==> src/design/vdi_pkg.sv <==
// Shared types and constants for the vertex dedup indexer.
package vdi_pkg;

   // Default sizing
   localparam int TABLE_DEPTH_DEF = 1024;
   localparam int COORD_WIDTH_DEF = 32;

   // Fixed port widths
   localparam int FIELD_W = 32;
   localparam int IDX_W   = 10;
   localparam int THR_W   = 64;

   // Controller states
   typedef enum logic [0:0] {
      ST_IDLE,
      ST_SCAN
   } state_type;

   // Commands from controller to datapath
   typedef struct packed {
      logic load;       // capture vertex, clear scan pointer (and table on restart)
      logic issue;      // read the entry at the scan pointer and advance
      logic flush;      // drop everything in the compare pipeline
      logic append;     // write the captured vertex at the fill count
      logic rep_match;  // report index of the matching entry
      logic rep_new;    // report index of the appended entry
      logic rep_full;   // report a dropped vertex
   } ctl_cmd_type;

   // Status from datapath to controller
   typedef struct packed {
      logic scan_done;  // every stored entry has been read
      logic pipe_busy;  // compare pipeline still holds entries
      logic hit;        // oldest entry in flight at the last stage matches
      logic full;       // no room left in the table
   } dp_status_type;

endpackage

==> src/design/vdi_ctrl.sv <==
// Controller: sequences the table scan and picks the outcome of each vertex.
module vdi_ctrl (
   input  logic                   clock,
   input  logic                   reset,
   input  logic                   start,
   output logic                   busy,
   input  vdi_pkg::dp_status_type status,
   output vdi_pkg::ctl_cmd_type   cmd
);

   vdi_pkg::state_type state_ff, state_in;
   logic               scan_end;

   // No match anywhere once every entry is read and the pipeline is empty
   assign scan_end = status.scan_done & ~status.pipe_busy;

   // Next state
   always_comb begin
      state_in = state_ff;
      unique case (state_ff)
         vdi_pkg::ST_IDLE: begin
            if (start) begin
               state_in = vdi_pkg::ST_SCAN;
            end
         end
         vdi_pkg::ST_SCAN: begin
            if (status.hit || scan_end) begin
               state_in = vdi_pkg::ST_IDLE;
            end
         end
         default: state_in = vdi_pkg::ST_IDLE;
      endcase
   end

   // Commands
   always_comb begin
      cmd  = '0;
      busy = 1'b0;
      unique case (state_ff)
         vdi_pkg::ST_IDLE: begin
            cmd.load = start;
         end
         vdi_pkg::ST_SCAN: begin
            busy = 1'b1;
            if (status.hit) begin
               cmd.rep_match = 1'b1;
               cmd.flush     = 1'b1;
            end else if (scan_end) begin
               if (status.full) begin
                  cmd.rep_full = 1'b1;
               end else begin
                  cmd.append  = 1'b1;
                  cmd.rep_new = 1'b1;
               end
            end else if (!status.scan_done) begin
               cmd.issue = 1'b1;
            end
         end
         default: begin
            cmd  = '0;
            busy = 1'b0;
         end
      endcase
   end

   // State register
   always_ff @(posedge clock) begin
      if (reset) begin
         state_ff <= vdi_pkg::ST_IDLE;
      end else begin
         state_ff <= state_in;
      end
   end

endmodule

==> config.mk <==
export PLATFORM = sky130hd
export DESIGN_NAME = vdi_ctrl
export DESIGN_NICKNAME = d
export VERILOG_FILES = /design/src/design/vdi_pkg.sv /design/src/design/vdi_ctrl.sv
export SDC_FILE = /design/constraint.sdc
export NUM_CORES = 1
export LEC_CHECK = 0
export BUFFER_PORTS_ARGS = -buffer_cell sky130_fd_sc_hd__buf_2
export CAP_MARGIN = 0
export CORE_AREA = 4 4 41 43
export DETAILED_ROUTE_END_ITERATION = 16
export DIE_AREA = 0 0 45 47
export PLACE_DENSITY_LB_ADDON = 0.15
export SLEW_MARGIN = 20
export SYNTH_ARGS = -nofsm -noshare
export SYNTH_HDL_FRONTEND = slang
export SYNTH_SLANG_ARGS = --single-unit
export TNS_END_PERCENT = 1
==> constraint.sdc <==
create_clock -name clock -period 1 [get_ports clock]
set_input_delay 0.05 -clock clock [delete_from_list [all_inputs] [get_ports clock]]
set_output_delay 0.05 -clock clock [all_outputs]
set_load 0.02 [all_outputs]
==> results.sh, run 1 <==
export IMPL_status="completed"
export IMPL_cell_internal_pwr_mw=0.0750
export IMPL_min_period_over_period_pct=91.9
export IMPL_p_leak_nw=0.113
export IMPL_antenna_left=0
export IMPL_track_usage_pct=3.07
export IMPL_reg2reg_depth=3
export IMPL_combPwrFrac_pct=59.3
export IMPL_final_area_um2=204
export IMPL_worst_pin_slew_ns=0.184
export IMPL_clkPwrFrac_pct=0
export IMPL_wl_um=311
export IMPL_min_from="reset"
export IMPL_start_util_pct=8.65
export IMPL_dieWidth_um=45
export IMPL_core_area_um2=1300
export IMPL_placed_area_um2=204
export IMPL_n_antenna_cell=0
export IMPL_p_sw_mw=0.0392
export IMPL_dr_total_vias=122
export IMPL_cp_startpoint="state_ff$_SDFF_PP0_"
export IMPL_grt_pass1_wl_um=517
export IMPL_placed_cells=39
export IMPL_fp_row_count=13
export IMPL_grt_pass1_vias=124
export IMPL_worstPathMaxFanout=5
export IMPL_dieArea_um2=2120
export IMPL_finalNetCount=33
export IMPL_post_route_util_pct=15.7
export IMPL_dpl_worst_slack_ns=0.0675
export IMPL_antenna_found_initial=0
export IMPL_end_kind="output port"
export IMPL_wl_per_cell_um=7.97
export IMPL_hold_buffers=0
export IMPL_clkLatencyLatePin_ns=0
export IMPL_path_class="flop to output port"
export IMPL_fmax_mhz=1090
export IMPL_synth_edf_count=0
export IMPL_power_share_switching_pct=34.3
export IMPL_multiInputGateArea_um2=91.3
export IMPL_synth_top_cell_area_share_pct=17.8
export IMPL_drt_pass1_iterations=1
export IMPL_stdcell_count=39
export IMPL_seqPwrFrac_pct=40.7
export IMPL_yosys_top_cells_count="buf_4, nor2b_1"
export IMPL_hold_path_class="input pin to flop"
export IMPL_place_gp_congestion=0.592
export IMPL_fillers=160
export IMPL_cts_setup_buffers=0
export IMPL_p_total_mw=0.114
export IMPL_fin_skew_ns=0
export IMPL_fin_hold_ws_ns=0.202
export IMPL_synth_cell_types=10
export IMPL_r2r_end="state_ff$_SDFF_PP0_"
export IMPL_slew_limit_headroom_pct=87.6
export IMPL_grt_remaining_overflow=0
export IMPL_grt_max_degree=6
export IMPL_layout_setup_ws_ns=0.0815
export IMPL_setup_viol=0
export IMPL_slew_violations=0
export IMPL_reg_top3="state_ff (1)"
export IMPL_ys_seq_elements=1
export IMPL_period_needed_ns=0.919
export IMPL_reg2reg_from="state_ff$_SDFF_PP0_"
export IMPL_io_buffers=14
export IMPL_syn_to_final_growth_pct=81.1
export IMPL_largest_register="state_ff"
export IMPL_synthCells=12
export IMPL_synth_largest_area_cell="dfxtp_1"
export IMPL_postSynthAreaPerCell_um2=9.38
export IMPL_crit_path_top_delay_cell="dfxtp_4"
export IMPL_rsz0062_at_grt="false"
export IMPL_yosys_warnings=0
export IMPL_drive_gt1_share_pct=79.2
export IMPL_synthFlopType="dfxtp_1"
export IMPL_peakVddDrop_mv=0.250
export IMPL_rrSetupSlack_ns=0.23
export IMPL_synth_async_reset_ratio_pct=0
export IMPL_power_density_nw_per_um2=560
export IMPL_largest_reg_flops=1
export IMPL_dr_first_iter_drc_count=0
export IMPL_critPathArrivalTime_ns=0.87
export IMPL_critPathLaunchType="flop"
export IMPL_regArea_um2=23.8
export IMPL_drc_errors=0
export IMPL_cap_violations=0
export IMPL_tns_ns=0
export IMPL_cts_clk_slew_worst_paths_ns=0
export IMPL_cts_repair_resized=0
export IMPL_die_h_um=47
export IMPL_endpoint="cmd[3]"
export IMPL_cp_cell_sequence="nor2b_4 -> nor3b_4 -> buf_2"
export IMPL_synth_fp_nets=19
export IMPL_max_stage_delay_ns=0.34
export IMPL_ys_seq_area_share_pct=17.8
export IMPL_io_pins=15
export IMPL_worst_ep_required_time_ns=0.95
export IMPL_synthTopCellsByArea="dfxtp_1, nor4bb_2, buf_4, nand2b_4, nor2b_1"
export IMPL_vias_per_cell=3.13
export IMPL_synth_area_um2=113
export IMPL_finalHoldViolations=0
## cell usage in the layout, fill, tap and decap left out
cell type,instances
a21oi_1,1
and2_1,1
and2b_1,1
buf_2,14
dfxtp_4,1
nand2b_4,1
nor2_1,1
nor2b_1,1
nor2b_4,1
nor3b_4,1
nor4bb_2,1
## critical path: cells and delay by family, from the launching register on
family | cells | cell delay [ns]
buffers and inverters | 1 | 0.19
flip-flops | 1 | 0.34
AND/OR/NAND/NOR | 2 | 0.34
## cell type report
cell class              instances  share of cell area (%)
multi-input cells               9                    44.8
repair buffers                 14                    34.4
flip-flops and latches          1                    11.7
well taps                      15                    9.20
## layer usage
layer  part of all wire [%]  vias to the layer above  GRT usage [%]
met3                     21                        0              0
met1                     40                       47           4.50
met2                     39                       11           5.37
met5                      0                        -              0
met4                      0                        0              0
li1                       -                       64              -
## logic make-up after synthesis
logic type	share of synthesized area [%]
buffers and inverters	13.3
and+or+nand+nor	64.4
DFF	17.8
AOI/OAI and AO/OA	4.44
## power by group through the flow
| stage | Sequential [mW] | Clock [mW] | Combinational (mW) |
|---|---|---|---|
| after floorplan | 0.0492 | 0 | 0.0388 |
| after global placement | 0.0464 | 0 | 0.0682 |
| after detailed placement | 0.0469 | 0 | 0.0687 |
| after CTS | 0.0470 | 0 | 0.0689 |
| after global routing | 0.0475 | 0 | 0.0736 |
| final | 0.0465 | 0 | 0.0677 |
## how the worst min path moves through the flow
stage	end	slack, ns	cells after the start
5_1_grt	state_ff$_SDFF_PP0_	0.23	2
2_1_floorplan	state_ff$_SDFF_PP0_	0.11	1
6_report	state_ff$_SDFF_PP0_	0.20	2
4_1_cts	state_ff$_SDFF_PP0_	0.20	2
3_5_place_dp	state_ff$_SDFF_PP0_	0.20	2
3_3_place_gp	state_ff$_SDFF_PP0_	0.20	2
(Power assumes the default switching activity.)
==> run 2, diff against run 1 <==
Settings changed: RECOVER_POWER from default to 25.
==> run 2 against run 1 <==
Compared with the run above:
- global-route usage did not move
- sequential power is essentially flat
- largest power group unchanged
- sequential share of layout area increased by 0.14 points
- critical path depth unchanged
- register-to-register slack about the same
- combinational power down 2%
- worst setup slack worse by 0.00084 ns
- first-iteration DRC count unchanged
- total power is 1.1% lower
- highest routed layer unchanged
- clock skew stayed put
- worst hold slack about the same
==> results.sh, run 2 (synthesized netlist as in run 1, its figures left out) <==
export IMPL_placed_cells=39
export IMPL_track_usage_pct=3.07
export IMPL_critPathArrivalTime_ns=0.87
export IMPL_cts_setup_buffers=0
export IMPL_final_common_cell="buf_2"
export IMPL_period_needed_ns=0.919
export IMPL_fp_row_count=13
export IMPL_place_gp_congestion=0.592
export IMPL_drc_errors=0
export IMPL_cap_violations=0
export IMPL_clkLatencyLatePin_ns=0
export IMPL_hold_buffers=0
export IMPL_power_density_nw_per_um2=561
export IMPL_p_leak_nw=0.105
export IMPL_drt_pass1_iterations=1
export IMPL_min_period_over_period_pct=91.9
export IMPL_worst_pin_slew_ns=0.251
export IMPL_largest_reg_flops=1
export IMPL_rsz0062_at_grt="false"
export IMPL_worst_ep_required_time_ns=0.95
export IMPL_drive_gt1_share_pct=70.8
export IMPL_io_buffers=14
export IMPL_antenna_left=0
export IMPL_cp_cell_sequence="nor2b_4 -> nor3b_4 -> buf_2"
export IMPL_grt_max_degree=6
export IMPL_final_cell_mix="buf_2, clkbuf_1"
export IMPL_dr_first_iter_drc_count=0
export IMPL_status="completed"
export IMPL_slew_violations=0
export IMPL_n_antenna_cell=0
export IMPL_cts_clk_slew_worst_paths_ns=0
export IMPL_stdcell_count=39
export IMPL_fin_skew_ns=0
export IMPL_dpl_worst_slack_ns=0.0675
export IMPL_syn_to_final_growth_pct=78.9
export IMPL_crit_cells=3
export IMPL_max_stage_delay_ns=0.34
export IMPL_placed_area_um2=204
export IMPL_critPathBufInv=1
export IMPL_reg_top3="state_ff (1)"
export IMPL_dieArea_um2=2120
export IMPL_wl_per_cell_um=7.95
export IMPL_hold_path_class="input pin to flop"
export IMPL_antenna_found_initial=0
export IMPL_tns_ns=0
export IMPL_finalNetCount=33
export IMPL_hold_depth=2
export IMPL_wl_um=310
export IMPL_vias_per_cell=3.13
export IMPL_slew_limit_headroom_pct=83.3
export IMPL_path_class="flop to output port"
export IMPL_core_area_um2=1300
export IMPL_critPathLaunchType="flop"
export IMPL_start_util_pct=8.65
export IMPL_dieWidth_um=45
export IMPL_cts_repair_resized=0
export IMPL_crit_path_top_delay_cell="dfxtp_4"
export IMPL_dr_total_vias=122
export IMPL_largest_register="state_ff"
export IMPL_die_h_um=47
export IMPL_end_kind="output port"
export IMPL_path_delay_family="flip-flops"
export IMPL_grt_pass1_wl_um=517
export IMPL_io_pins=15
export IMPL_worstPathMaxFanout=5
export IMPL_reg2reg_depth=3
export IMPL_final_area_um2=201
export IMPL_peakVddDrop_mv=0.250
export IMPL_grt_remaining_overflow=0
export IMPL_post_route_util_pct=15.5
export IMPL_grt_pass1_vias=124
export IMPL_finalHoldViolations=0
export IMPL_layout_setup_ws_ns=0.0806
export IMPL_fmax_mhz=1090
export IMPL_setup_viol=0
## run 2: final timing paths
| kind | endpoint | from | slack [ns] |
|---|---|---|---|
| worst max-delay path | cmd[3] | state_ff$_SDFF_PP0_ | 0.08 |
| worst min register to register | state_ff$_SDFF_PP0_ | state_ff$_SDFF_PP0_ | 0.60 |
| worst max register to register | state_ff$_SDFF_PP0_ | state_ff$_SDFF_PP0_ | 0.23 |
| worst min-delay path | state_ff$_SDFF_PP0_ | reset | 0.20 |
## run 2: cell type report
cell class                      instances  area, um2
Timing Repair Buffer                   14       67.6
Fill cell                             159       1100
Tap cell                               15       18.8
Sequential cell                         1       23.8
Multi-Input combinational cell          9       91.3
## run 2: report_power, final
part           total, mW  internal, mW  leakage (nW)  switching, mW
logic             0.0664        0.0306        0.0960         0.0358
clock network          0             0             0              0
registers         0.0466        0.0431       0.00892        0.00343
## run 2: through the flow
step | total power [mW] | hold WS (ns)
2_1_floorplan | 0.0880 | 0.113
5_1_grt | 0.120 | 0.229
3_3_place_gp | 0.115 | 0.198
6_report | 0.113 | 0.202
3_5_place_dp | 0.116 | 0.204
4_1_cts | 0.116 | 0.204
## run 2: layer usage
metal / share of wire (%) / GRT usage, %
met1: 39 / 4.50
met2: 39 / 5.37
met3: 21 / 0
met4: 0 / 0
met5: 0 / 0
## run 2: worst reg2reg max path: cells and delay by family, from the launching register on
kind / cells / cell delay (ns)
AOI/OAI and AO/OA: 1 / 0.14
and+or+nand+nor: 2 / 0.18
DFF: 1 / 0.33
==> run 3, diff against run 2 <==
Settings changed: CORE_AREA 4 4 41 43 to 3 3 40 42, DIE_AREA 0 0 45 47 to 0 0 43 45.
==> run 3 against run 2 <==
Compared with the run above:
- global-route usage is 0.17 points higher
- fmax grew 1.2%
- core utilization rose by 0.20 points
- critical endpoint is now cmd[1]
- first-iteration DRC count is the same
- via count increased by 4.9%
- highest routed layer unchanged
- worst setup slack better by 0.011 ns
- design area unchanged
- clock skew did not move
- largest cell class unchanged
==> results.sh, run 3 (synthesized netlist as in run 1, its figures left out) <==
export IMPL_status="completed"
export IMPL_dr_first_iter_drc_count=0
export IMPL_fin_skew_ns=0
export IMPL_worstPathMaxFanout=5
export IMPL_cp_cell_sequence="nor2b_4 -> nor3b_4 -> buf_2"
export IMPL_p_total_mw=0.113
export IMPL_slew_limit_headroom_pct=83.3
export IMPL_hold_buffers=0
export IMPL_grt_pass1_vias=124
export IMPL_layout_setup_ws_ns=0.0918
export IMPL_setup_viol=0
export IMPL_rsz0062_at_grt="false"
export IMPL_grt_remaining_overflow=0
export IMPL_cts_clk_slew_worst_paths_ns=0
export IMPL_drc_errors=0
export IMPL_final_common_cell="buf_2"
export IMPL_place_gp_congestion=0.585
export IMPL_reg_top3="state_ff (1)"
export IMPL_wl_um=320
export IMPL_wl_per_cell_um=8.21
export IMPL_die_h_um=45
export IMPL_placed_area_um2=204
export IMPL_critPathArrivalTime_ns=0.86
export IMPL_post_route_util_pct=15.7
export IMPL_final_area_um2=201
export IMPL_n_antenna_cell=0
export IMPL_drt_pass1_iterations=1
export IMPL_worst_ep_required_time_ns=0.95
export IMPL_grt_pass1_wl_um=510
export IMPL_hold_path_class="input pin to flop"
export IMPL_grt_max_degree=6
export IMPL_cts_repair_resized=0
export IMPL_tns_ns=0
export IMPL_core_area_um2=1280
export IMPL_antenna_found_initial=0
export IMPL_start_util_pct=8.76
export IMPL_end_kind="output port"
export IMPL_dr_total_vias=128
export IMPL_antenna_left=0
export IMPL_peakVddDrop_mv=0.239
export IMPL_dpl_worst_slack_ns=0.0744
export IMPL_io_buffers=14
export IMPL_largest_reg_flops=1
export IMPL_min_period_over_period_pct=90.8
export IMPL_finalNetCount=33
export IMPL_cap_violations=0
export IMPL_fmax_mhz=1100
export IMPL_largest_register="state_ff"
export IMPL_drive_gt1_share_pct=70.8
export IMPL_io_pins=15
export IMPL_period_needed_ns=0.908
export IMPL_crit_path_top_delay_cell="dfxtp_4"
export IMPL_track_usage_pct=3.24
export IMPL_clkLatencyLatePin_ns=0
export IMPL_dieArea_um2=1940
export IMPL_p_leak_nw=0.105
export IMPL_power_density_nw_per_um2=560
export IMPL_syn_to_final_growth_pct=78.9
export IMPL_max_stage_delay_ns=0.33
export IMPL_slew_violations=0
export IMPL_cts_setup_buffers=0
export IMPL_critPathLaunchType="flop"
export IMPL_fp_row_count=13
export IMPL_path_class="flop to output port"
export IMPL_final_cell_mix="buf_2, clkbuf_1"
export IMPL_vias_per_cell=3.28
export IMPL_finalHoldViolations=0
export IMPL_worst_pin_slew_ns=0.251
export IMPL_dieWidth_um=43
==> run 3: cell counts in the layout (fill, tap and decap cells not counted) <==
Identical to the previous run, type by type.
==> run 3: path summary, 6_finish.rpt <==
check | depth (start not counted) | slack [ns] | start | to
max | 3 | 0.09 | state_ff$_SDFF_PP0_ | cmd[1]
min | 2 | 0.20 | reset | state_ff$_SDFF_PP0_
max reg2reg | 3 | 0.23 | state_ff$_SDFF_PP0_ | state_ff$_SDFF_PP0_
min reg2reg | 3 | 0.59 | state_ff$_SDFF_PP0_ | state_ff$_SDFF_PP0_
==> run 3: through the flow <==
stage          hold slack, ns  cells
2_1_floorplan           0.113     12
3_3_place_gp            0.199     39
3_5_place_dp            0.201     39
4_1_cts                 0.202     39
5_1_grt                 0.229     39
6_report                0.200     39
==> run 3: report_power, final <==
part / internal, mW / total (mW) / switching [mW]
combinational: 0.0306 / 0.0668 / 0.0363
clock: 0 / 0 / 0
sequential: 0.0431 / 0.0460 / 0.00291
==> run 3: layout make-up <==
type | count | area, um2
timing repair buffer | 14 | 67.6
multi-input combinational | 9 | 91.3
tap | 15 | 18.8
fill | 151 | 1080
sequential | 1 | 23.8
==> run 3: critical path: cells and delay by family, from the launching register on <==
family / cells / cell delay (ns)
buffers and inverters: 1 / 0.19
DFF: 1 / 0.33
and+or+nand+nor: 2 / 0.33
==> run 3: layer usage <==
metal  wire length [um]  GRT usage (%)
met3                 47              0
met2                134           6.59
met1                138           4.06
met4                  0              0
met5                  0              0
